<file path="src/rtl/core/quaternion_arith_unit_core_defines.svh">
// Assertion helpers shared by the core RTL
`ifndef QUATERNION_ARITH_UNIT_CORE_DEFINES_SVH
`define QUATERNION_ARITH_UNIT_CORE_DEFINES_SVH

// Same-cycle implication, sampled on clk, off while rst_n is low
`define QAU_ASSERT_IMP(lbl, ante, cons, msg) \
    lbl: assert property (@(posedge clk) disable iff (!rst_n) (ante) |-> (cons)) \
        else $error(msg);

// Next-cycle implication, sampled on clk, off while rst_n is low
`define QAU_ASSERT_NEXT(lbl, ante, cons, msg) \
    lbl: assert property (@(posedge clk) disable iff (!rst_n) (ante) |=> (cons)) \
        else $error(msg);

`endif

</file>
<file path="src/rtl/core/qau_pkg.sv">
`default_nettype none
package qau_pkg;

    // Fixed-point format and derived widths
    localparam int FRAC_BITS  = 28;
    localparam int Q_W        = 32;
    localparam int MOD_W      = 36;
    localparam int OP_W       = 3;
    localparam int PROD_W     = 2 * Q_W;
    localparam int ACC_W      = PROD_W + 4;
    localparam int SS_W       = PROD_W + 1;
    localparam int REM_W      = SS_W + 1;
    localparam int QB_W       = Q_W + 2;
    localparam int NUM_W      = Q_W + 2 * FRAC_BITS + 1;
    localparam int SQRT_STEPS = PROD_W / 2;
    localparam int SQ_CW      = $clog2(SQRT_STEPS + 1);
    localparam int DV_CW      = $clog2(QB_W + 1);
    localparam int IN_DATA_W  = 5 * Q_W;
    localparam int OUT_DATA_W = ((4 * Q_W + MOD_W + 7) / 8) * 8;

    localparam logic signed [Q_W-1:0] FIX_ONE = Q_W'(64'd1 << FRAC_BITS);
    localparam logic signed [Q_W-1:0] Q_MAX   = {1'b0, {(Q_W-1){1'b1}}};
    localparam logic signed [Q_W-1:0] Q_MIN   = {1'b1, {(Q_W-1){1'b0}}};

    typedef enum logic [OP_W-1:0] {
        OP_LOAD       = 3'd0,
        OP_ADD_SCALED = 3'd1,
        OP_MUL        = 3'd2,
        OP_PREMUL     = 3'd3,
        OP_CONJ       = 3'd4,
        OP_SCALE      = 3'd5,
        OP_RECIP      = 3'd6,
        OP_NORM       = 3'd7
    } op_t;

    typedef enum logic [3:0] {
        S_IDLE,
        S_SIMPLE,
        S_MAC_ISSUE,
        S_MAC_WAIT,
        S_MAC_DONE,
        S_SQRT,
        S_DIV_START,
        S_DIV_RUN,
        S_OUT
    } state_t;

    typedef enum logic [1:0] {
        JOB_COMP,
        JOB_SSOLD,
        JOB_MOD
    } job_t;

    typedef struct packed {
        logic start;
        logic issue;
        logic neg;
    } mac_ctl_t;

    typedef struct packed {
        logic busy;
        logic done;
    } unit_stat_t;

    // Hamilton product term tables: left index, right index, negate mask
    localparam logic [1:0] HAM_IA [4][4] = '{
        '{2'd0, 2'd1, 2'd2, 2'd3},
        '{2'd0, 2'd1, 2'd2, 2'd3},
        '{2'd0, 2'd2, 2'd3, 2'd1},
        '{2'd0, 2'd3, 2'd1, 2'd2}
    };
    localparam logic [1:0] HAM_IB [4][4] = '{
        '{2'd0, 2'd1, 2'd2, 2'd3},
        '{2'd1, 2'd0, 2'd3, 2'd2},
        '{2'd2, 2'd0, 2'd1, 2'd3},
        '{2'd3, 2'd0, 2'd2, 2'd1}
    };
    localparam logic [3:0] HAM_NEG [4] = '{4'b1110, 4'b1000, 4'b1000, 4'b1000};

endpackage
`default_nettype wire

</file>
<file path="src/rtl/core/qau_mac.sv">
`default_nettype none
module qau_mac
    import qau_pkg::*;
(
    input  wire logic                    clk,
    input  wire logic                    rst_n,
    input  wire mac_ctl_t                ctl,
    input  wire logic signed [Q_W-1:0]   op_a,
    input  wire logic signed [Q_W-1:0]   op_b,
    output logic signed [ACC_W-1:0]      acc
);

    logic signed [PROD_W-1:0] prod_reg;
    logic                     neg_reg;
    logic                     pend_reg;
    logic signed [ACC_W-1:0]  acc_reg;
    logic signed [ACC_W-1:0]  acc_next;
    logic signed [ACC_W-1:0]  term;

    // Register one product per issue beat
    always_ff @(posedge clk)
    begin
        if (ctl.issue)
        begin
            prod_reg <= op_a * op_b;
            neg_reg  <= ctl.neg;
        end
    end

    // Add the pending product, signed, into the sum
    always_comb
    begin
        term = '0;
        if (pend_reg)
        begin
            term = neg_reg ? -ACC_W'(prod_reg) : ACC_W'(prod_reg);
        end
        acc_next = (ctl.start ? '0 : acc_reg) + term;
    end

    always_ff @(posedge clk or negedge rst_n)
    begin
        if (!rst_n)
        begin
            pend_reg <= 1'b0;
            acc_reg  <= '0;
        end
        else
        begin
            pend_reg <= ctl.issue;
            acc_reg  <= acc_next;
        end
    end

    assign acc = acc_reg;

endmodule
`default_nettype wire

</file>
<file path="config.mk">
export PLATFORM = sky130hd
export DESIGN_NAME = qau_mac
export DESIGN_NICKNAME = d
export VERILOG_FILES = /design/src/rtl/core/quaternion_arith_unit_core_defines.svh /design/src/rtl/core/qau_pkg.sv /design/src/rtl/core/qau_mac.sv
export SDC_FILE = /design/constraint.sdc
export NUM_CORES = 2
export LEC_CHECK = 0
export ABC_AREA = 1
export ABC_CLOCK_PERIOD_IN_PS = 2600
export BUFFER_PORTS_ARGS = -buffer_cell sky130_fd_sc_hd__buf_2
export CAP_MARGIN = 10
export CORE_MARGIN = 4
export CORE_UTILIZATION = 35
export DETAILED_ROUTE_END_ITERATION = 10
export GPL_ROUTABILITY_DRIVEN = 0
export PLACE_DENSITY = 0.5
export SKIP_LAST_GASP = 1
export SYNTH_ARGS = -nofsm -noshare
export SYNTH_HDL_FRONTEND = slang
export SYNTH_SLANG_ARGS = --single-unit
</file>
<file path="constraint.sdc">
create_clock -name clk -period 2.6 [get_ports clk]
set_input_delay 0 -clock clk [delete_from_list [all_inputs] [get_ports clk]]
set_output_delay 0 -clock clk [all_outputs]
set_load 0.05 [all_outputs]
</file>
=== Yosys cells after proc, flatten, opt, wreduce, memory -nomap -nowiden ===
Cells that the tools add are included.

* Word-level logic and storage cells: 10
* Flip-flop bits (word level): 134

* Add/sub/neg operators: 2
* Multiplexer cells: 3
* Multipliers: 1

{| class="wikitable"
|+ Operators by type and width
! cell !! count
|-
| two-way mux 68 bit || 3
|-
| adder 68 bit || 1
|-
| negator 64 -> 68 bit || 1
|-
| multiplier 32 x 32 -> 64 bit || 1
|}

=== Longest topological paths before layout ===
* Depth after elaboration: 4
* Mapped depth: 30
* Depth with buffers taken out: 29

=== Worst setup path after synthesis ===
OpenSTA, ideal clock, no wires.

* Kind: input-to-reg
* Start point: in op_a[31]
* End point: reg prod_reg[56], data pin
* Cell stages on the path: 25
* Path slack: -4228 ps
* Arrival time: 6575 ps
* Data required time: 2347 ps
* Setup time: 253 ps
* Path through: clkbuf_1 nand2_1 inv_1 fa_1 inv_1 fa_1 inv_1 fa_1 fa_1 inv_1 fa_1 inv_1 fa_1 inv_1 fa_1 inv_1 fa_1 ha_1 nand2_1 nor2_1 inv_1 nor4_1 o21ai_0 nand4_1 nand2_1

* Word-level cells in the longest chain between the ends: 1

{| class="wikitable"
|+ Ends and longest elaborated chain
! what !! line !! RTL
|-
| start: declaration || qau_mac.sv:8 || <nowiki>input wire logic signed [Q_W-1:0] op_a,</nowiki>
|-
| multiplier 32 x 32 -> 64 bit || qau_mac.sv:25 || <nowiki>prod_reg <= op_a * op_b;</nowiki>
|-
| end signal: assignment || qau_mac.sv:25 ||
|-
| end: declaration || qau_mac.sv:13 || <nowiki>logic signed [PROD_W-1:0] prod_reg;</nowiki>
|}

Every way passes these cells.
A chain may end at the register's enable or synchronous reset.

=== Final worst setup path ===
* Start point: in op_a[31]
* End point: reg prod_reg[55], data pin

The elaborated chain is that of the path after synthesis.

==> metrics <==
CTS tree yes; ranking of synthesized cells by area fa_1 43%, inv_1 14%, nand2_1 14%; PortBufs 136; fmax 0.164 GHz; RSZ-0062 raised after global routing yes; Mapped Cells 6766; CTS Buf Count 17; num ports around 140; slowest stage delay, CP 0.61 ns; ys flop type dfrtp_1; Final setup viols 122; Routed WL per cell about 18 um; Final Max Tran Viols 0; Cell Area, Synth between 50000 and 60000 um^2; dpl ws -4.42 ns; final antenna-violating net count 0; P&R area growth vs syn 42.3%; largest net degree at the start of global routing 67; total die area 150000 um^2; Setup crit start kind primary input; Seq/Total Area, Yosys under 10%; most common cell after layout, fill and taps aside inv_1; crit-path max FO 9; maximum capacitance violations 0; syn_area_per_cell approximately 7.4 um^2; clk_lat worst skew 0.50 ns; Nets 9359; most frequent cells in the layout 1748 x inv_1, 1560 x nand2_1, 983 x buf_4; #FFs+latches synth about 130; vias in the first global route 49.4k; die height between 300 and 400 um; WS Path Type primary input to flop; worst min path class primary input to async pin; status finished, violations left; multi-input logic area 45000 um^2; Vias/cell 4.75; Routed WL 182000 um; syn nets 8170; Yosys cell types 50; Yosys top cell by area fa_1; total core area 142000 um^2; Total GRT Usage 24.3%; Worst slew margin around 55%; Worst-path clk slew 0.07 ns; Post-synth ARST share 51.5%; Worst EP required 2.85 ns; Remaining DRCs 0; initial antenna violation count 1; final critical-path share of the clock period 235%; # diodes 0; max reg flops 68; failing checks negative setup slack; clock skew 0.0168 ns; measured slew at the worst slew-check pin slightly below 0.7 ns; Vias between 40k and 50k; first-pass GRT wire length 286000 um; dpl hpwl between 150000 and 200000 um; slack of the critical path -3.51 ns; fill count 13.5k; WP buf/inv 10; CTS H-tree lvls 4; GRT overflow 0; Placed Cells 9606; Rows 138; TNS Setup -225.63 ns; post-layout minimum cycle time 6.11 ns; WP data arrival 6.36 ns; CP Capture Type flop; CP max stage cell fa_1; clk sink count 134; Post-Layout Cell Count 9858; cell mode on critical path fa_1; Reg area 3680 um^2; First DRT Iteration DRCs between 3k and 4k; top-area cell type share of the netlist area 43.1%; EDFF count, synth 65; Max Buffers Root-to-Sink 2; Yosys warning total 0; final hold violations 0; family with the most delay on the worst path adder cells; share of layout cells above drive strength 1 33.0%; root buf cell clkbuf_16; initial core utilization 35.4%; drt first pass iters 5; Die Width between 300 and 400 um
synthesized netlist by cell type (2+ instances only):
master,number
nor2_8,2
xor2_1,86
o21ai_2,2
o21ai_0,131
xnor2_1,16
nand2_2,9
o21bai_1,23
nor3_2,3
and3_1,7
edfxtp_1,65
nand2_1,1822
nand2b_1,3
ha_1,252
a211oi_1,3
nor3_1,40
dfrtp_1,69
o31ai_1,3
nand3b_1,7
nand4_1,36
buf_4,2
clkbuf_1,212
nor3b_1,5
nor2_2,12
a21o_1,4
fa_1,1083
a21oi_1,216
buf_1,4
nand2_4,3
nand3_2,4
a31oi_1,6
nand4_2,2
nor2_4,6
nand3_1,189
inv_2,3
inv_1,1882
or2_2,7
o21a_1,4
nor4_1,10
nor2_1,519
a21boi_0,4
path summary, 6_finish.rpt:
| path | end | start | cells past startpoint | slack (ns) |
|---|---|---|---|---|
| worst max-delay path | prod_reg[55] | op_a[31] | 26 | -3.51 |
| worst min-delay path | acc[7] | rst_n | 2 | 0.02 |
| worst max register to register | acc[56] | prod_reg[7] | 22 | -1.01 |
| worst min register to register | acc[0] | acc[0] | 3 | 0.65 |
| max in group asynchronous | acc[45] | rst_n | 3 | 1.83 |
| min in group clk | neg_reg | ctl[0] | 2 | 0.29 |
cell type report:
type | instances | share of cell area (%)
multi-input combinational | 4527 | 62.9
sequential | 134 | 5.14
inverter | 1886 | 9.95
tap | 1890 | 3.31
timing repair buffer | 1388 | 17.9
timing repair inverter | 1 | 0.0105
clock buffer | 17 | 0.595
clock inverter | 15 | 0.220
layer usage:
metal  share of wire, %  vias to the layer above  GRT usage, %
met4                2.5                        2          5.24
met5             0.0072                        -             0
li1                   -                    21800             -
met1                 46                    23500          34.4
met2                 47                     1234          40.2
met3                5.4                      224          2.61
cell families (layout without fill, tap and decap cells):
| group | count (synthesis) | in the layout | synth area share, % |
|---|---|---|---|
| AOI/OAI and AO/OA | 399 | 399 | 4.23 |
| xor gates and xnor gates | 102 | 102 | 1.78 |
| adders and majority gates | 1335 | 1335 | 49.4 |
| buffers and inverters | 2105 | 3307 | 15.7 |
| DFF | 134 | 134 | 7.32 |
| and+or+nand+nor | 2691 | 2691 | 21.5 |
per-stage QoR:
| stage | hold WS [ns] | cell area, um^2 | util [%] |
|---|---|---|---|
| after floorplan | -0.296 | 52800 | - |
| after global placement | 0.00809 | 63000 | 44.4 |
| after detailed placement | 0.00841 | 63000 | 44.4 |
| after CTS | 0.0146 | 70000 | 49.3 |
| after global routing | 0.0402 | 71500 | 50.3 |
| final | 0.0214 | 71500 | 50.3 |
repair_timing:
action | in CTS | in global routing
resized for setup | 1250 | 276
setup buffers | 159 | 51
endpoints found under the setup margin | 122 | 123
hold endpoints to repair | 72 | 0
pin swaps | 586 | 247
gates cloned | 16 | 6
hold buffers | 4 | 0
Power is not shown: default switching activity piles up to over one toggle a cycle in this logic, so the estimate is an artifact.
