==> src/rtl/core/quaternion_arith_unit_core_defines.svh <==
// Assertion helpers shared by the core RTL
`ifndef QUATERNION_ARITH_UNIT_CORE_DEFINES_SVH
`define QUATERNION_ARITH_UNIT_CORE_DEFINES_SVH

// Same-cycle implication, sampled on clk, off while rst_n is low
`define QAU_ASSERT_IMP(lbl, ante, cons, msg) \
    lbl: assert property (@(posedge clk) disable iff (!rst_n) (ante) |-> (cons)) \
        else $error(msg);

// Next-cycle implication, sampled on clk, off while rst_n is low
`define QAU_ASSERT_NEXT(lbl, ante, cons, msg) \
    lbl: assert property (@(posedge clk) disable iff (!rst_n) (ante) |=> (cons)) \
        else $error(msg);

`endif

==> src/rtl/core/qau_pkg.sv <==
`default_nettype none
package qau_pkg;

    // Fixed-point format and derived widths
    localparam int FRAC_BITS  = 28;
    localparam int Q_W        = 32;
    localparam int MOD_W      = 36;
    localparam int OP_W       = 3;
    localparam int PROD_W     = 2 * Q_W;
    localparam int ACC_W      = PROD_W + 4;
    localparam int SS_W       = PROD_W + 1;
    localparam int REM_W      = SS_W + 1;
    localparam int QB_W       = Q_W + 2;
    localparam int NUM_W      = Q_W + 2 * FRAC_BITS + 1;
    localparam int SQRT_STEPS = PROD_W / 2;
    localparam int SQ_CW      = $clog2(SQRT_STEPS + 1);
    localparam int DV_CW      = $clog2(QB_W + 1);
    localparam int IN_DATA_W  = 5 * Q_W;
    localparam int OUT_DATA_W = ((4 * Q_W + MOD_W + 7) / 8) * 8;

    localparam logic signed [Q_W-1:0] FIX_ONE = Q_W'(64'd1 << FRAC_BITS);
    localparam logic signed [Q_W-1:0] Q_MAX   = {1'b0, {(Q_W-1){1'b1}}};
    localparam logic signed [Q_W-1:0] Q_MIN   = {1'b1, {(Q_W-1){1'b0}}};

    typedef enum logic [OP_W-1:0] {
        OP_LOAD       = 3'd0,
        OP_ADD_SCALED = 3'd1,
        OP_MUL        = 3'd2,
        OP_PREMUL     = 3'd3,
        OP_CONJ       = 3'd4,
        OP_SCALE      = 3'd5,
        OP_RECIP      = 3'd6,
        OP_NORM       = 3'd7
    } op_t;

    typedef enum logic [3:0] {
        S_IDLE,
        S_SIMPLE,
        S_MAC_ISSUE,
        S_MAC_WAIT,
        S_MAC_DONE,
        S_SQRT,
        S_DIV_START,
        S_DIV_RUN,
        S_OUT
    } state_t;

    typedef enum logic [1:0] {
        JOB_COMP,
        JOB_SSOLD,
        JOB_MOD
    } job_t;

    typedef struct packed {
        logic start;
        logic issue;
        logic neg;
    } mac_ctl_t;

    typedef struct packed {
        logic busy;
        logic done;
    } unit_stat_t;

    // Hamilton product term tables: left index, right index, negate mask
    localparam logic [1:0] HAM_IA [4][4] = '{
        '{2'd0, 2'd1, 2'd2, 2'd3},
        '{2'd0, 2'd1, 2'd2, 2'd3},
        '{2'd0, 2'd2, 2'd3, 2'd1},
        '{2'd0, 2'd3, 2'd1, 2'd2}
    };
    localparam logic [1:0] HAM_IB [4][4] = '{
        '{2'd0, 2'd1, 2'd2, 2'd3},
        '{2'd1, 2'd0, 2'd3, 2'd2},
        '{2'd2, 2'd0, 2'd1, 2'd3},
        '{2'd3, 2'd0, 2'd2, 2'd1}
    };
    localparam logic [3:0] HAM_NEG [4] = '{4'b1110, 4'b1000, 4'b1000, 4'b1000};

endpackage
`default_nettype wire

==> src/rtl/core/qau_sqrt.sv <==
`default_nettype none
module qau_sqrt
    import qau_pkg::*;
(
    input  wire logic              clk,
    input  wire logic              rst_n,
    input  wire logic              start,
    input  wire logic [PROD_W-1:0] x,
    output unit_stat_t             stat,
    output logic [Q_W-1:0]         root
);

    logic [PROD_W-1:0] rem_reg;
    logic [PROD_W-1:0] res_reg;
    logic [PROD_W-1:0] bit_reg;
    logic [SQ_CW-1:0]  cnt_reg;
    logic              done_reg;
    logic [PROD_W-1:0] trial;
    logic              take;

    assign trial = res_reg + bit_reg;
    assign take  = rem_reg >= trial;

    // One result bit per beat, two radicand bits consumed
    always_ff @(posedge clk)
    begin
        if (start)
        begin
            rem_reg <= x;
            res_reg <= '0;
            bit_reg <= {2'b01, {(PROD_W-2){1'b0}}};
        end
        else if (cnt_reg != '0)
        begin
            if (take)
            begin
                rem_reg <= rem_reg - trial;
                res_reg <= (res_reg >> 1) + bit_reg;
            end
            else
            begin
                res_reg <= res_reg >> 1;
            end
            bit_reg <= bit_reg >> 2;
        end
    end

    always_ff @(posedge clk or negedge rst_n)
    begin
        if (!rst_n)
        begin
            cnt_reg  <= '0;
            done_reg <= 1'b0;
        end
        else if (start)
        begin
            cnt_reg  <= SQ_CW'(SQRT_STEPS);
            done_reg <= 1'b0;
        end
        else
        begin
            done_reg <= (cnt_reg == SQ_CW'(1));
            if (cnt_reg != '0)
            begin
                cnt_reg <= cnt_reg - SQ_CW'(1);
            end
        end
    end

    assign stat.busy = (cnt_reg != '0);
    assign stat.done = done_reg;
    assign root      = res_reg[Q_W-1:0];

endmodule
`default_nettype wire

==> config.mk <==
export PLATFORM = sky130hd
export DESIGN_NAME = qau_sqrt
export DESIGN_NICKNAME = d
export VERILOG_FILES = /design/src/rtl/core/quaternion_arith_unit_core_defines.svh /design/src/rtl/core/qau_pkg.sv /design/src/rtl/core/qau_sqrt.sv
export SDC_FILE = /design/constraint.sdc
export NUM_CORES = 1
export LEC_CHECK = 0
export BUFFER_PORTS_ARGS = -buffer_cell sky130_fd_sc_hd__buf_2
export CORE_UTILIZATION = 35
export DETAILED_ROUTE_END_ITERATION = 8
export PLACE_DENSITY = 0.56
export SLEW_MARGIN = 10
export SYNTH_ARGS = -nofsm -noshare
export SYNTH_HDL_FRONTEND = slang
export SYNTH_SLANG_ARGS = --single-unit
==> constraint.sdc <==
create_clock -name clk -period 17.8 [get_ports clk]
set_input_delay 1.78 -clock clk [delete_from_list [all_inputs] [get_ports clk]]
set_output_delay 1.78 -clock clk [all_outputs]
set_load 0.005 [all_outputs]
---- Yosys cells after proc, flatten, opt, wreduce, memory -nomap -nowiden ----
Index checks and enable logic that the tools add are counted.
cells by class
  add/sub/neg operators ................... 4
  multiply operators ...................... 0
  divide/modulo/power cells ............... 0
  $lt $le $gt $ge ......................... 1
  equal/unequal tests ..................... 1
  shift-type cells ........................ 0
  muxes and demuxes ....................... 7
  bitwise operators ....................... 0
  reductions and logical operators ........ 4
operators by type and width
  cell                                              count
  two-way mux 64 bit                                4
  adder 63 x 63 -> 64 bit                           1
  adder 64 x 63 -> 64 bit                           1
  >= comparator 64 bit                              1
  subtractor 64 bit                                 1
  two-way mux 6 bit                                 2
  == test 6 x 1 -> 1 bit, second input constant     1
  nonzero test 6 bit                                1
  subtractor 6 x 1 -> 6 bit, second input constant  1
  nonzero test 2 bit                                2
  AND reduction 2 bit                               1
  two-way mux 1 bit                                 1
word-level totals
  register bits ........................... 167
  latch bits .............................. 0
  bits in writable memories ............... 0
  memory bits (read-only) ................. 0
  bits of input ports ..................... 67
  output and inout bits ................... 34
  logic and storage cells ................. 22
  memories kept ........................... 0

---- Longest topological paths before layout ----
  depth after elaboration ................. 5
  depth in mapped cells ................... 25
  mapped depth without buffers ............ 21

---- Worst setup path after synthesis ----
Ideal clock, no wire load.
  kind .................................... reg2reg
  from .................................... register res_reg[2]
  to ...................................... register rem_reg[0] (enable)
  library setup time ...................... 0.575 ns
  data arrival time ....................... 8.739 ns
  required time ........................... 17.225 ns
  setup slack ............................. 8.487 ns
  cell stages (with the launch flop) ...... 21
  path buffers ............................ 2
  period minus slack after synthesis ...... 9.313 ns
  cells stage by stage .................... dfxtp_1 -> ha_1 -> a31oi_1 -> a211oi_2 -> a21oi_1 -> o41a_1 -> o22ai_1 -> o21ai_1 -> o31a_1 -> xor2_1 -> ha_1 -> clkbuf_1 -> a21oi_1 -> o21ai_1 -> a21oi_1 -> o21ai_0 -> a21oi_1 -> o21ai_1 -> nor2_1 -> clkbuf_1 -> o21ai_0
on the way
  longest elaborated chain between the ends .. 4
RTL lines
  item                           RTL line        source
  from (decl)                    qau_sqrt.sv:14  logic [PROD_W-1:0] res_reg;
  from (signal assigned)         qau_sqrt.sv:38  res_reg <= (res_reg >> 1) + bit_reg;
  from (signal assigned)         qau_sqrt.sv:42  res_reg <= res_reg >> 1;
  adder 64 x 63 -> 64 bit        qau_sqrt.sv:21  assign trial = res_reg + bit_reg;
  >= comparator 64 bit           qau_sqrt.sv:22  assign take = rem_reg >= trial;
  nonzero test 2 bit (no line)   n/a
  AND reduction 2 bit (no line)  n/a
  to (signal assigned)           qau_sqrt.sv:37  rem_reg <= rem_reg - trial;
  to (decl)                      qau_sqrt.sv:13  logic [PROD_W-1:0] rem_reg;
Every way passes these cells.
A chain may end at the register's enable or synchronous reset.

---- Worst setup path in the final report ----
  from .................................... register res_reg[0]
  to ...................................... register res_reg[24]
on the way
  longest elaborated chain between the ends .. 3
RTL lines
  item                     RTL line        source
  adder 64 x 63 -> 64 bit  qau_sqrt.sv:21
  >= comparator 64 bit     qau_sqrt.sv:22
  two-way mux 64 bit       qau_sqrt.sv:35  if (take)
Every way passes these cells.

==> qor.csv <==
stage;metric;value;unit
timing;Final Max Tran Viols;0;
synthesis;Syn Nets;2325;
cells_and_area;P&R area growth vs syn;7.218;%
clock_tree;H-tree Lvls;4;
placement;Cells after DPL;2673;
grt;initial antenna violation count;0;
grt;pin count of the biggest net entering global routing;109;
cells_and_area;Finished Layout Cells;2705;
synthesis;multiplexer area fraction after synthesis;1.298;%
worst_setup_path;CP endpoint kind;register;
worst_setup_path;worst-path fanout max;26;
worst_hold_path;HP Start;bit_reg[0]$_SDFFE_PP0P_;
clock_tree;worst skew pair latency;0.48;ns
worst_setup_path;crit path cell chain;ha_1 > ha_1 > a21o_1 > a31oi_1 > o31ai_1 > a211oi_1 > o21ai_0 > o2111ai_1 > nand3_1 > nand2_1 > xor2_1 > ha_1 > and4_1 > a221oi_1 > o21bai_1 > a21oi_1 > o21a_1 > buf_4 > nand2_1 > buf_4 > mux2i_1 > a221oi_1;
worst_setup_path;critical path launch point;res_reg[0]$_SDFFE_PP0P_;
cells_and_area;fin nets;2292;
job;Max-Cap Viols;0;
synthesis;simple-gate share of the synthesized area;20.55;%
synthesis;post-synthesis adder-cell area fraction;10.32;%
grt;first-pass GRT wire length;82370;µm
floorplan;die area;47120;µm²
placement;final RePlAce weighted congestion;0.9538;
timing;Worst Tran Pin Value;1.120;ns
pwr;leakage;6.691;nW
worst_setup_path;Req. time, crit path;18.19;ns
synthesis;cell area after synthesis;16190;µm²
floorplan;Die W;217.1;µm
grt;GRT Total Usage;21.95;%
pwr;Power Total;2.972;mW
placement;number of buffers inserted by port buffering;100;
synthesis;FFs w/ async S/R, synth;4.192;%
grt;vias in the first global route;15190;
worst_setup_path;most used cell along the critical path;ha_1;
grt;GRT overflow;0;
synthesis;post-synthesis sequential area ratio;24.82;%
clock_tree;CTS Sinks;167;
clock_tree;CTS buffer count;17;
worst_setup_path;CP Launch Type;register;
worst_setup_path;Crit path largest cell delay;0.92;ns
synthesis;Synth Instances;2125;
pwr;pwr dens;171.2;nW/µm²
clock_tree;Post-CTS Setup Repair Bufs;0;
timing;RSZ-0062 raised after global routing;false;
clock_tree;Worst-path clk slew;0.08;ns
synthesis;synthesized flop and latch total;167;
timing;clock period minus worst slack;7.113;ns
detailed_routing;Post-Route WL;52250;µm
pwr;maximum vdd drop;0.00009923;V
synthesis;largest cells by area after synthesis;dfxtp_1 12%, edfxtp_1 12%, ha_1 10%;
clock_tree;cts hold-fix bufs;0;
cells_and_area;n_diodes;0;
synthesis;main combinational cell family by area after synthesis;compound AO/OA/AOI/OAI gates;
synthesis;post-synth top area share;11.87;%
synthesis;Yosys cell types;85;
placement;hpwl dp;39310;µm
clock_tree;CTS resizes;0;
timing;clk_skew;0.01383;ns
synthesis;count leader, synth;nand2_1;
cells_and_area;Core Util, Final;38.17;%
floorplan;initial core utilization;35.60;%
floorplan;I/O pins;101;
timing;slew margin rel.;25.35;%
synthesis;Synth Area per Inst;7.619;µm²
synthesis;Syn. warnings;0;
clock_tree;CTS tree;done;
run_status;status;finished clean;
detailed_routing;remaining antenna violation count;0;
timing;fin crit share;39.96;%
synthesis;EDFF count, synth;64;
clock_tree;worst-case clock buffer depth;2;
floorplan;row count;78;
synthesis;XOR/XNOR Fraction of Synth Area;7.790;%
detailed_routing;1st-iter DRT viols;1284;
detailed_routing;drt pass-1 iters;6;
synthesis;cell taking the most area after synthesis;dfxtp_1;
timing;Peak Freq;0.1406;GHz
timing;final setup margin;10.69;ns
cells_and_area;layout cell share with drive strength beyond 1;9.454;%
floorplan;die span in y;217.1;µm
timing;endpoints failing hold;0;
synthesis;post-synthesis compound-gate area fraction;29.09;%
cells_and_area;fin area;17360;µm²
placement;dpl ws;10.93;ns
floorplan;CORE AREA;45480;µm²
clock_tree;Root Driver;clkbuf_16;
timing;WHS;0.4872;ns
worst_setup_path;path type of the worst setup path;reg -> reg;
synthesis;Synth top cells by count;278 x nand2_1, 185 x a21oi_1, 164 x nor2_1;
worst_setup_path;reg-to-reg startpoint;res_reg[0]$_SDFFE_PP0P_;
detailed_routing;DR WL/cell;19.32;µm
placement;Post-DP Area;16780;µm²
synthesis;Synth Flop Type;dfxtp_1;
worst_setup_path;crit path DAT;7.50;ns
detailed_routing;drc violations;0;
detailed_routing;DR vias;15870;
worst_setup_path;Critical-path top delay cell;a221oi_1;
detailed_routing;vias per cell;5.868;
timing;Setup-failing EPs final;0;
timing;setup TNS;0;ns
worst_hold_path;worst hold path class;reg -> reg;
-- cell type report --
| class | instances | area [µm²] |
|---|---|---|
| Fill cell | 4835 | 28120 |
| Multi-Input combinational cell | 1738 | 11200 |
| Sequential cell | 167 | 4019 |
| Tap cell | 600 | 750.7 |
| Timing Repair Buffer | 113 | 604.3 |
| Clock buffer | 17 | 425.4 |
| Inverter | 55 | 209.0 |
| Clock inverter | 15 | 152.6 |
-- worst paths after layout --
kind	to	slack, ns	cells after the start
worst max-delay path	res_reg[24]$_SDFFE_PP0P_	10.69	22
worst min-delay path	bit_reg[0]$_SDFFE_PP0P_	0.49	2
worst max register to register	res_reg[24]$_SDFFE_PP0P_	10.69	22
worst min register to register	bit_reg[0]$_SDFFE_PP0P_	0.49	2
max in group asynchronous	cnt_reg[2]$_DFFE_PN0P_	16.53	1
min in group asynchronous	done_reg$_DFF_PN0_	1.12	1
-- worst max-delay path, delay by kind of cell (launching register included) --
| kind | cells | cell delay (ns) |
|---|---|---|
| AO/OA/AOI/OAI | 11 | 3.87 |
| AND/OR/NAND/NOR | 4 | 0.92 |
| adder cells (fa/ha/maj) | 3 | 0.77 |
| buffers and inverters | 2 | 0.72 |
| flip-flops | 1 | 0.33 |
| XOR/XNOR | 1 | 0.20 |
| multiplexers | 1 | 0.17 |
-- placed cells by master (no fill, tap or decap), types with 10 or more instances in the layout --
cell type / count
a211oi_1: 44
a21o_1: 49
a21oi_1: 185
a221oi_1: 10
a311oi_1: 22
a31o_2: 22
a31oi_1: 65
and2_1: 28
and3_1: 17
buf_2: 99
buf_4: 13
clkbuf_16: 17
dfxtp_1: 96
edfxtp_1: 64
ha_1: 132
inv_1: 54
mux2i_1: 12
nand2_1: 278
nand2b_1: 10
nand3_1: 57
nand4_1: 49
nor2_1: 163
nor2b_1: 11
nor3_1: 42
o211ai_1: 15
o21a_1: 20
o21ai_0: 150
o21bai_1: 30
o31ai_1: 19
or3_1: 18
xnor2_1: 70
xor2_1: 74
-- layer usage --
layer	up-vias	track usage [%]	part of all wire, %
met3	81	3.634	5.6
met4	0	7.347	2.4
met2	518	35.84	46
met5	-	0	0
met1	7528	29.23	46
li1	7747	-	-
-- logic make-up (layout without fill, tap and decap cells) --
family	after synthesis	in the layout
compound gates	722	722
xor+xnor	144	144
fa+ha+maj	133	133
buf+inv	220	200
flops	167	167
mux	20	20
simple gates	719	719
-- report_power, final --
part           switching (mW)  internal (mW)  total [mW]
clock                   0.198          0.188       0.386
combinational            1.17          0.698        1.87
sequential              0.145          0.576       0.721
No activity file was read; power rests on OpenSTA's default activity.
