==> src/rtl/core/quaternion_arith_unit_core_defines.svh <==
// Assertion helpers shared by the core RTL
`ifndef QUATERNION_ARITH_UNIT_CORE_DEFINES_SVH
`define QUATERNION_ARITH_UNIT_CORE_DEFINES_SVH

// Same-cycle implication, sampled on clk, off while rst_n is low
`define QAU_ASSERT_IMP(lbl, ante, cons, msg) \
    lbl: assert property (@(posedge clk) disable iff (!rst_n) (ante) |-> (cons)) \
        else $error(msg);

// Next-cycle implication, sampled on clk, off while rst_n is low
`define QAU_ASSERT_NEXT(lbl, ante, cons, msg) \
    lbl: assert property (@(posedge clk) disable iff (!rst_n) (ante) |=> (cons)) \
        else $error(msg);

`endif

==> src/rtl/core/qau_pkg.sv <==
`default_nettype none
package qau_pkg;

    // Fixed-point format and derived widths
    localparam int FRAC_BITS  = 28;
    localparam int Q_W        = 32;
    localparam int MOD_W      = 36;
    localparam int OP_W       = 3;
    localparam int PROD_W     = 2 * Q_W;
    localparam int ACC_W      = PROD_W + 4;
    localparam int SS_W       = PROD_W + 1;
    localparam int REM_W      = SS_W + 1;
    localparam int QB_W       = Q_W + 2;
    localparam int NUM_W      = Q_W + 2 * FRAC_BITS + 1;
    localparam int SQRT_STEPS = PROD_W / 2;
    localparam int SQ_CW      = $clog2(SQRT_STEPS + 1);
    localparam int DV_CW      = $clog2(QB_W + 1);
    localparam int IN_DATA_W  = 5 * Q_W;
    localparam int OUT_DATA_W = ((4 * Q_W + MOD_W + 7) / 8) * 8;

    localparam logic signed [Q_W-1:0] FIX_ONE = Q_W'(64'd1 << FRAC_BITS);
    localparam logic signed [Q_W-1:0] Q_MAX   = {1'b0, {(Q_W-1){1'b1}}};
    localparam logic signed [Q_W-1:0] Q_MIN   = {1'b1, {(Q_W-1){1'b0}}};

    typedef enum logic [OP_W-1:0] {
        OP_LOAD       = 3'd0,
        OP_ADD_SCALED = 3'd1,
        OP_MUL        = 3'd2,
        OP_PREMUL     = 3'd3,
        OP_CONJ       = 3'd4,
        OP_SCALE      = 3'd5,
        OP_RECIP      = 3'd6,
        OP_NORM       = 3'd7
    } op_t;

    typedef enum logic [3:0] {
        S_IDLE,
        S_SIMPLE,
        S_MAC_ISSUE,
        S_MAC_WAIT,
        S_MAC_DONE,
        S_SQRT,
        S_DIV_START,
        S_DIV_RUN,
        S_OUT
    } state_t;

    typedef enum logic [1:0] {
        JOB_COMP,
        JOB_SSOLD,
        JOB_MOD
    } job_t;

    typedef struct packed {
        logic start;
        logic issue;
        logic neg;
    } mac_ctl_t;

    typedef struct packed {
        logic busy;
        logic done;
    } unit_stat_t;

    // Hamilton product term tables: left index, right index, negate mask
    localparam logic [1:0] HAM_IA [4][4] = '{
        '{2'd0, 2'd1, 2'd2, 2'd3},
        '{2'd0, 2'd1, 2'd2, 2'd3},
        '{2'd0, 2'd2, 2'd3, 2'd1},
        '{2'd0, 2'd3, 2'd1, 2'd2}
    };
    localparam logic [1:0] HAM_IB [4][4] = '{
        '{2'd0, 2'd1, 2'd2, 2'd3},
        '{2'd1, 2'd0, 2'd3, 2'd2},
        '{2'd2, 2'd0, 2'd1, 2'd3},
        '{2'd3, 2'd0, 2'd2, 2'd1}
    };
    localparam logic [3:0] HAM_NEG [4] = '{4'b1110, 4'b1000, 4'b1000, 4'b1000};

endpackage
`default_nettype wire

==> src/rtl/core/qau_div.sv <==
`default_nettype none
module qau_div
    import qau_pkg::*;
(
    input  wire logic             clk,
    input  wire logic             rst_n,
    input  wire logic             start,
    input  wire logic [NUM_W-1:0] num,
    input  wire logic [SS_W-1:0]  den,
    input  wire logic             neg,
    output unit_stat_t            stat,
    output logic signed [Q_W-1:0] quo,
    output logic                  sat
);

    logic [SS_W-1:0]  den_reg;
    logic [SS_W-1:0]  rem_reg;
    logic [QB_W-1:0]  low_reg;
    logic [QB_W-1:0]  q_reg;
    logic             over_reg;
    logic             neg_reg;
    logic [DV_CW-1:0] cnt_reg;
    logic             done_reg;
    logic [REM_W-1:0] rem_sh;
    logic [REM_W-1:0] rem_diff;
    logic             ge;
    logic [QB_W:0]    q_inc;
    logic [QB_W-1:0]  q_rnd;
    logic [QB_W-1:0]  limit;
    logic [QB_W-1:0]  mag;

    // Restoring step: shift in one numerator bit, subtract if it fits
    assign rem_sh   = {rem_reg, low_reg[QB_W-1]};
    assign ge       = rem_sh >= {1'b0, den_reg};
    assign rem_diff = rem_sh - {1'b0, den_reg};

    always_ff @(posedge clk)
    begin
        if (start)
        begin
            den_reg  <= den;
            rem_reg  <= SS_W'(num[NUM_W-1:QB_W]);
            low_reg  <= num[QB_W-1:0];
            q_reg    <= '0;
            over_reg <= REM_W'(num[NUM_W-1:QB_W]) >= REM_W'(den);
            neg_reg  <= neg;
        end
        else if (cnt_reg != '0)
        begin
            rem_reg <= ge ? rem_diff[SS_W-1:0] : rem_sh[SS_W-1:0];
            low_reg <= {low_reg[QB_W-2:0], 1'b0};
            q_reg   <= {q_reg[QB_W-2:0], ge};
        end
    end

    always_ff @(posedge clk or negedge rst_n)
    begin
        if (!rst_n)
        begin
            cnt_reg  <= '0;
            done_reg <= 1'b0;
        end
        else if (start)
        begin
            cnt_reg  <= DV_CW'(QB_W);
            done_reg <= 1'b0;
        end
        else
        begin
            done_reg <= (cnt_reg == DV_CW'(1));
            if (cnt_reg != '0)
            begin
                cnt_reg <= cnt_reg - DV_CW'(1);
            end
        end
    end

    // Round magnitude half away from zero, then clamp
    always_comb
    begin
        q_inc = {1'b0, q_reg} + (QB_W+1)'(1);
        q_rnd = q_inc[QB_W:1];
        limit = neg_reg ? QB_W'({1'b1, {(Q_W-1){1'b0}}}) : QB_W'(Q_MAX);
        sat   = over_reg || (q_rnd > limit);
        mag   = sat ? limit : q_rnd;
        quo   = neg_reg ? -$signed(mag[Q_W-1:0]) : $signed(mag[Q_W-1:0]);
    end

    assign stat.busy = (cnt_reg != '0);
    assign stat.done = done_reg;

endmodule
`default_nettype wire

==> config.mk <==
export PLATFORM = sky130hd
export DESIGN_NAME = qau_div
export DESIGN_NICKNAME = d
export VERILOG_FILES = /design/src/rtl/core/quaternion_arith_unit_core_defines.svh /design/src/rtl/core/qau_pkg.sv /design/src/rtl/core/qau_div.sv
export SDC_FILE = /design/constraint.sdc
export NUM_CORES = 1
export LEC_CHECK = 0
export BUFFER_PORTS_ARGS = -buffer_cell sky130_fd_sc_hd__buf_2
export CORE_ASPECT_RATIO = 0.6
export CORE_MARGIN = 8
export CORE_UTILIZATION = 30
export CTS_CLUSTER_SIZE = 20
export DETAILED_ROUTE_END_ITERATION = 8
export PLACE_DENSITY = 0.58
export SYNTH_ARGS = -nofsm -noshare
export SYNTH_HDL_FRONTEND = slang
export SYNTH_SLANG_ARGS = --single-unit
==> constraint.sdc <==
create_clock -name clk -period 14.8 [get_ports clk]
set_clock_uncertainty 0.2 [all_clocks]
set_input_delay 0.74 -clock clk [delete_from_list [all_inputs] [get_ports clk]]
set_output_delay 0.74 -clock clk [all_outputs]
set_load 0.005 [all_outputs]
======== Word level (Yosys, flattened, before mapping) ========
Index checks and enable logic that the tools add are counted.
W data, S select, Z words.
operators by class
  reduce and logical (&&, ||, !) cells .... 3
  magnitude comparators ................... 3
  equal/unequal tests ..................... 1
  add/sub/neg operators ................... 4
  multiplexer cells ....................... 11
operators by type and width
  kind                     number
  $mux W55                 2
  $mux W32                 3
  $mux W34                 2
  $ge A66 B65 Y1           1
  $ge A55 B65 Y1           1
  $mux W65                 1
  $sub A65 B65 Y65         1
  $add A34 B1 Y35 const B  1
  $gt A34 B32 Y1           1
  $neg A32 Y32             1
  $mux W6                  2
  $eq A6 B1 Y1 const B     1
  $reduce_bool A6 Y1       1
  $sub A6 B1 Y6 const B    1
  $reduce_bool A2 Y1       1
  $logic_or A1 B1 Y1       1
  $mux W1                  1
storage, ports and cells
  flip-flop bits (word level) ............. 207
  input bits .............................. 158

======== Longest topological paths before layout ========
  word-level depth ........................ 6
  mapped depth ............................ 25
  depth with buffers taken out ............ 22

======== Worst setup path before layout ========
No wires, ideal clock.
  path type ............................... register to output
  start ................................... reg q_reg[13]
  end ..................................... out quo[24]
  stages on the path, launching flop included .. 26
  arrival ................................. 5237 ps
  required time ........................... 13860 ps
  setup slack ............................. 8623 ps
  path buffers ............................ 4
  cell sequence ........................... dfxtp_1 > buf_4 > and4_4 > nand4_4 > nor3_1 > and4_1 > nand2_1 > xnor2_1 > ha_1 > a21o_1 > a21o_1 > a21oi_1 > o211ai_1 > a211oi_1 > o21a_4 > inv_2 > buf_6 > clkbuf_1 > clkbuf_1 > o21ai_0 > ha_1 > o21ai_2 > o21bai_4 > or4_1 > a21o_1 > a22oi_2
between the ends
  word-level cells in the longest chain between the ends .. 6
RTL lines
  item                    line           RTL
  from (decl)             qau_div.sv:19  logic [QB_W-1:0] q_reg;
  from (signal assigned)  qau_div.sv:52  q_reg <= {q_reg[QB_W-2:0], ge};
  $add A34 B1 Y35 *       qau_div.sv:81  q_inc = {1'b0, q_reg} + (QB_W+1)'(1);
  $gt A34 B32 Y1 *        qau_div.sv:84  sat = over_reg || (q_rnd > limit);
  $logic_or A1 B1 Y1 *    qau_div.sv:84
  via sat                 qau_div.sv:13  output logic sat
  $mux W32 *              qau_div.sv:85  mag = sat ? limit : q_rnd;
  $neg A32 Y32            qau_div.sv:86  quo = neg_reg ? -$signed(mag[Q_W-1:0]) : $signed(mag[Q_W-1:0]);
  $mux W32 *              qau_div.sv:86
  to (decl)               qau_div.sv:12  output logic signed [Q_W-1:0] quo,
Mark *: on every way through the listed nets, which the timed path passes. The rest lies on a longest branch.

======== Worst setup path in the final report ========
  start ................................... reg q_reg[5]
  end ..................................... out quo[24]
between the ends
  word-level cells in the longest chain between the ends .. 6
RTL lines
  item                line
  $add A34 B1 Y35 *   qau_div.sv:81
  $gt A34 B32 Y1      qau_div.sv:84
  $logic_or A1 B1 Y1  qau_div.sv:84
  $mux W32 *          qau_div.sv:85
  $neg A32 Y32        qau_div.sv:86
  $mux W32 *          qau_div.sv:86
Every way passes the cells marked *; elsewhere a longest branch is shown, timed or not.

==> run summary <==
Summed over all instances, the cell type with the most area after synthesis is sky130_fd_sc_hd__edfxtp_1. The final cycle utilization of the critical path is 0.541. The number of top-level pins is ~190. The height of the die came out at 194 um. The top fanout value on the critical path is 32. After clock tree synthesis, the clock-pin slew on the worst setup and hold paths is approximately 0.06 ns. The number of buffers created by CTS came out at 23.

The total nets after synthesis is 2048. On the critical path the largest part of the delay comes from compound AO/OA/AOI/OAI gates. The path class of the tightest hold or removal check is in -> reg. The clock passes through at most 3 buffers. The synthesis warning total came out at 0. The root buffer cell chosen for the clock tree is sky130_fd_sc_hd__clkbuf_16. The total die area came out at 0.0606 mm^2. In this run, the number of DRC markers left after iteration 0 of detailed routing was 1178.

The distinct cell type count of the synthesized netlist came out at 89. TritonCTS built the clock tree. Of the post-synthesis cell area, the dominant cell type holds 0.296. The clock period minus worst slack came out at roughly 8 ns.

The net count reported at finish came out at 2205. The per-instance average area after synthesis is 9.13 um^2. The detailed-routing iteration count for the pre-antenna-repair pass came out at 6. The flow ran to the end, and the final reports show no timing, DRC or antenna violations. Power spread over the standard cell area amounts to 153 mW/mm^2. The maximum clock frequency is ~120 MHz. The initial core utilization is 0.302. Detailed placement ended at an HPWL of ~36000 um.

The setup TNS came out at 0 ns. The synthesized cell area came out at 0.0158 mm^2. The slowest stage of the critical path is the sky130_fd_sc_hd__nor3_1 cell. On the worst path, the slowest cell contributes a delay of roughly 0.55 ns. The number of DRC violations after detailed routing is 0. In this run, synthesis produced a sequential element count of 207. The total vias in the final route is 13700. The number of port buffers is roughly 190. The number of global-route vias before repair came out at 13300.

Compared with the post-synthesis result, the final layout area differs by 15.4%. The worst hold slack came out at 0.192 ns. Among the stages of the critical path, the cell type that occurs most often is sky130_fd_sc_hd__a21o_1. The worst hold path begins at neg. In this run the horizontal extent of the chip is 312 um. The required arrival time at the worst endpoint came out at approximately 14 ns. The placer congestion estimate came out at 0.901. The first-pass GRT wire length came out at 74600 um. The total count of hold-check failures in the final report is 0. The largest net degree at the start of global routing is 121. The fraction of final layout cells with drive strength greater than 1 is 0.173. The overall routing resource usage came out at 0.150. The critical path goes through and4_1 -> nand3_1 -> nor3_1 -> and4_1 -> nand2_1 -> xnor2_1 -> ha_1 -> a21o_1 -> a21o_1 -> a21oi_1 -> o211ai_1 -> a211oi_1 -> o21a_4 -> inv_2 -> o21ai_0 -> ha_1 -> o21ai_2 -> o21bai_4 -> or4_1 -> a21o_1 -> a22oi_2 -> buf_2. The critical path in this run is classified as reg -> out. The leakage power of the design is about 8.1 nW. The fill cell total of the finished layout is 5369. The routed wirelength normalized by instance count came out at approximately 18 um.

The number of endpoints failing setup at the final stage is 0. The sort of element at the start of the critical path is a flop. In this run the core area contains 65 standard-cell rows. The floorplan step defined a core boundary enclosing ~0.052 mm^2.

After detailed routing, the total wire length is about 47000 um. The utilization after layout came out at 0.349. The arrival time of data at the critical path endpoint is about 7.1 ns. OpenSTA, run right after detailed placement, puts the worst setup slack at 7.47 ns. The post-route worst setup slack is 6.80 ns. The number of instances in the synthesized netlist is 1733.

The most used flip-flop cell after synthesis is sky130_fd_sc_hd__edfxtp_1. After clock tree synthesis, the repair step resized 0 gates. The critical path starts at q_reg[5]. The worst ir drop on vdd is slightly below 0.1 mV.

The post-route cell area is roughly 0.018 mm^2. Yosys attributes the largest share of cell area to sky130_fd_sc_hd__edfxtp_1, sky130_fd_sc_hd__ha_1, sky130_fd_sc_hd__dfxtp_1. Counting both buffers and inverters, the worst setup path holds a total of 2. The clock insertion delay at the later pin of the skew report came out at 0.53 ns. The commonest cells after synthesis are sky130_fd_sc_hd__inv_1, sky130_fd_sc_hd__a21oi_1, sky130_fd_sc_hd__edfxtp_1, sky130_fd_sc_hd__ha_1, sky130_fd_sc_hd__nand2_1. By instance count, the leading cell after synthesis is sky130_fd_sc_hd__inv_1. The instance area at placement came out at 0.0175 mm^2. The number of vias per cell is 5.25. The post-synthesis async set-or-reset flop share is 0.0338. Max-cap violations in this run came to 0. The clock sink count is 207.

The number of flops mapped to enable cells by yosys is 156. The final count of pins violating max slew is 0. The overall overflow remaining after global route is 0.

The remaining antenna violation count came out at 0. The worst register-to-register path begins at rem_reg[21]. The fraction of the yosys area taken by sequential cells came out at 0.363. The number of antenna violations at the first check in global routing is 11. Setup repair after global routing left no endpoint under its margin. The maximum level of the CTS H-tree is 1. The kind of end point of the critical path is an output port.

The normalized max-slew margin came out at 0.0822. The measured slew at the worst slew-check pin is ~1.4 ns.
-- through the flow --
step / total power [mW] / instances
2_1_floorplan: 1.85 / 1733
3_3_place_gp: 2.17 / 2567
3_5_place_dp: 2.19 / 2567
4_1_cts: 2.79 / 2610
5_1_grt: 3.00 / 2614
6_report: 2.79 / 2615
-- worst paths after layout --
check                               to  slack [ns]  cells past startpoint
min                            neg_reg        0.19                      1
max in group asynchronous   cnt_reg[1]       13.78                      2
min in group asynchronous   cnt_reg[5]        0.44                      2
max reg2reg                rem_reg[47]        8.78                     13
max                            quo[24]        6.80                     22
min reg2reg                rem_reg[58]        0.28                      2
-- layer usage --
metal  share of wire  GRT usage  vias to the layer above  routed length (um)
met5          0.0018          0                        -                  86
met4           0.012     0.0205                       14                 575
met3           0.094     0.0444                       51                4430
met2            0.38      0.201                      438               17700
met1            0.52      0.234                     6531               24400
li1                -          -                     6695                   -
-- cells in the final DEF (no fill, tap or decap), types with 13 or more instances in the layout --
master and instances:
sky130_fd_sc_hd__nor2b_1 15, sky130_fd_sc_hd__dfxtp_1 44, sky130_fd_sc_hd__nor2_1 102, sky130_fd_sc_hd__xnor2_1 59
sky130_fd_sc_hd__nand2_1 107, sky130_fd_sc_hd__nand3_1 28, sky130_fd_sc_hd__o21a_1 13, sky130_fd_sc_hd__nand4_1 41
sky130_fd_sc_hd__ha_1 156, sky130_fd_sc_hd__nand2b_1 18, sky130_fd_sc_hd__a22o_1 30, sky130_fd_sc_hd__o21ai_0 99
sky130_fd_sc_hd__a21oi_1 170, sky130_fd_sc_hd__edfxtp_1 156, sky130_fd_sc_hd__xor2_1 34, sky130_fd_sc_hd__inv_1 186
sky130_fd_sc_hd__mux2_2 52, sky130_fd_sc_hd__o21bai_1 17, sky130_fd_sc_hd__nor3_1 36, sky130_fd_sc_hd__buf_2 191
sky130_fd_sc_hd__a211oi_1 32, sky130_fd_sc_hd__clkbuf_16 25, sky130_fd_sc_hd__a21o_1 54
-- layout make-up --
type / count / area [um^2] / area share
antenna: 5 / 12.5 / 0.000686
clock buffer: 33 / 677 / 0.0371
clock inverter: 9 / 76.3 / 0.00418
inverter: 189 / 712 / 0.0390
multi-input combinational: 1265 / 9070 / 0.497
sequential: 207 / 5740 / 0.315
tap: 703 / 880 / 0.0482
timing repair buffer: 204 / 1070 / 0.0588
-- timing repair --
| item | in CTS | in global routing |
|---|---|---|
| setup endpoints to repair | 0 | 0 |
| buffers inserted | 0 | 0 |
| endpoints found under the hold margin | 7 | 0 |
| hold buffers | 1 | 0 |
-- report_power, final --
| part | switching [mW] | internal, mW |
|---|---|---|
| clock | 0.244 | 0.337 |
| sequential | 0.0643 | 0.765 |
| combinational | 0.828 | 0.550 |
| total | 1.14 | 1.65 |
-- logic make-up (layout without fill, tap and decap cells) --
family | Yosys count | in the layout | synth area share
buffers and inverters | 261 | 435 | 0.0647
AO/OA/AOI/OAI | 528 | 528 | 0.216
AND/OR/NAND/NOR | 431 | 431 | 0.140
adder cells (fa/ha/maj) | 157 | 157 | 0.125
XOR/XNOR | 93 | 93 | 0.0515
other | 0 | 5 | 0
flip-flops | 207 | 207 | 0.363
multiplexers | 56 | 56 | 0.0396
(Power assumes the default switching activity.)
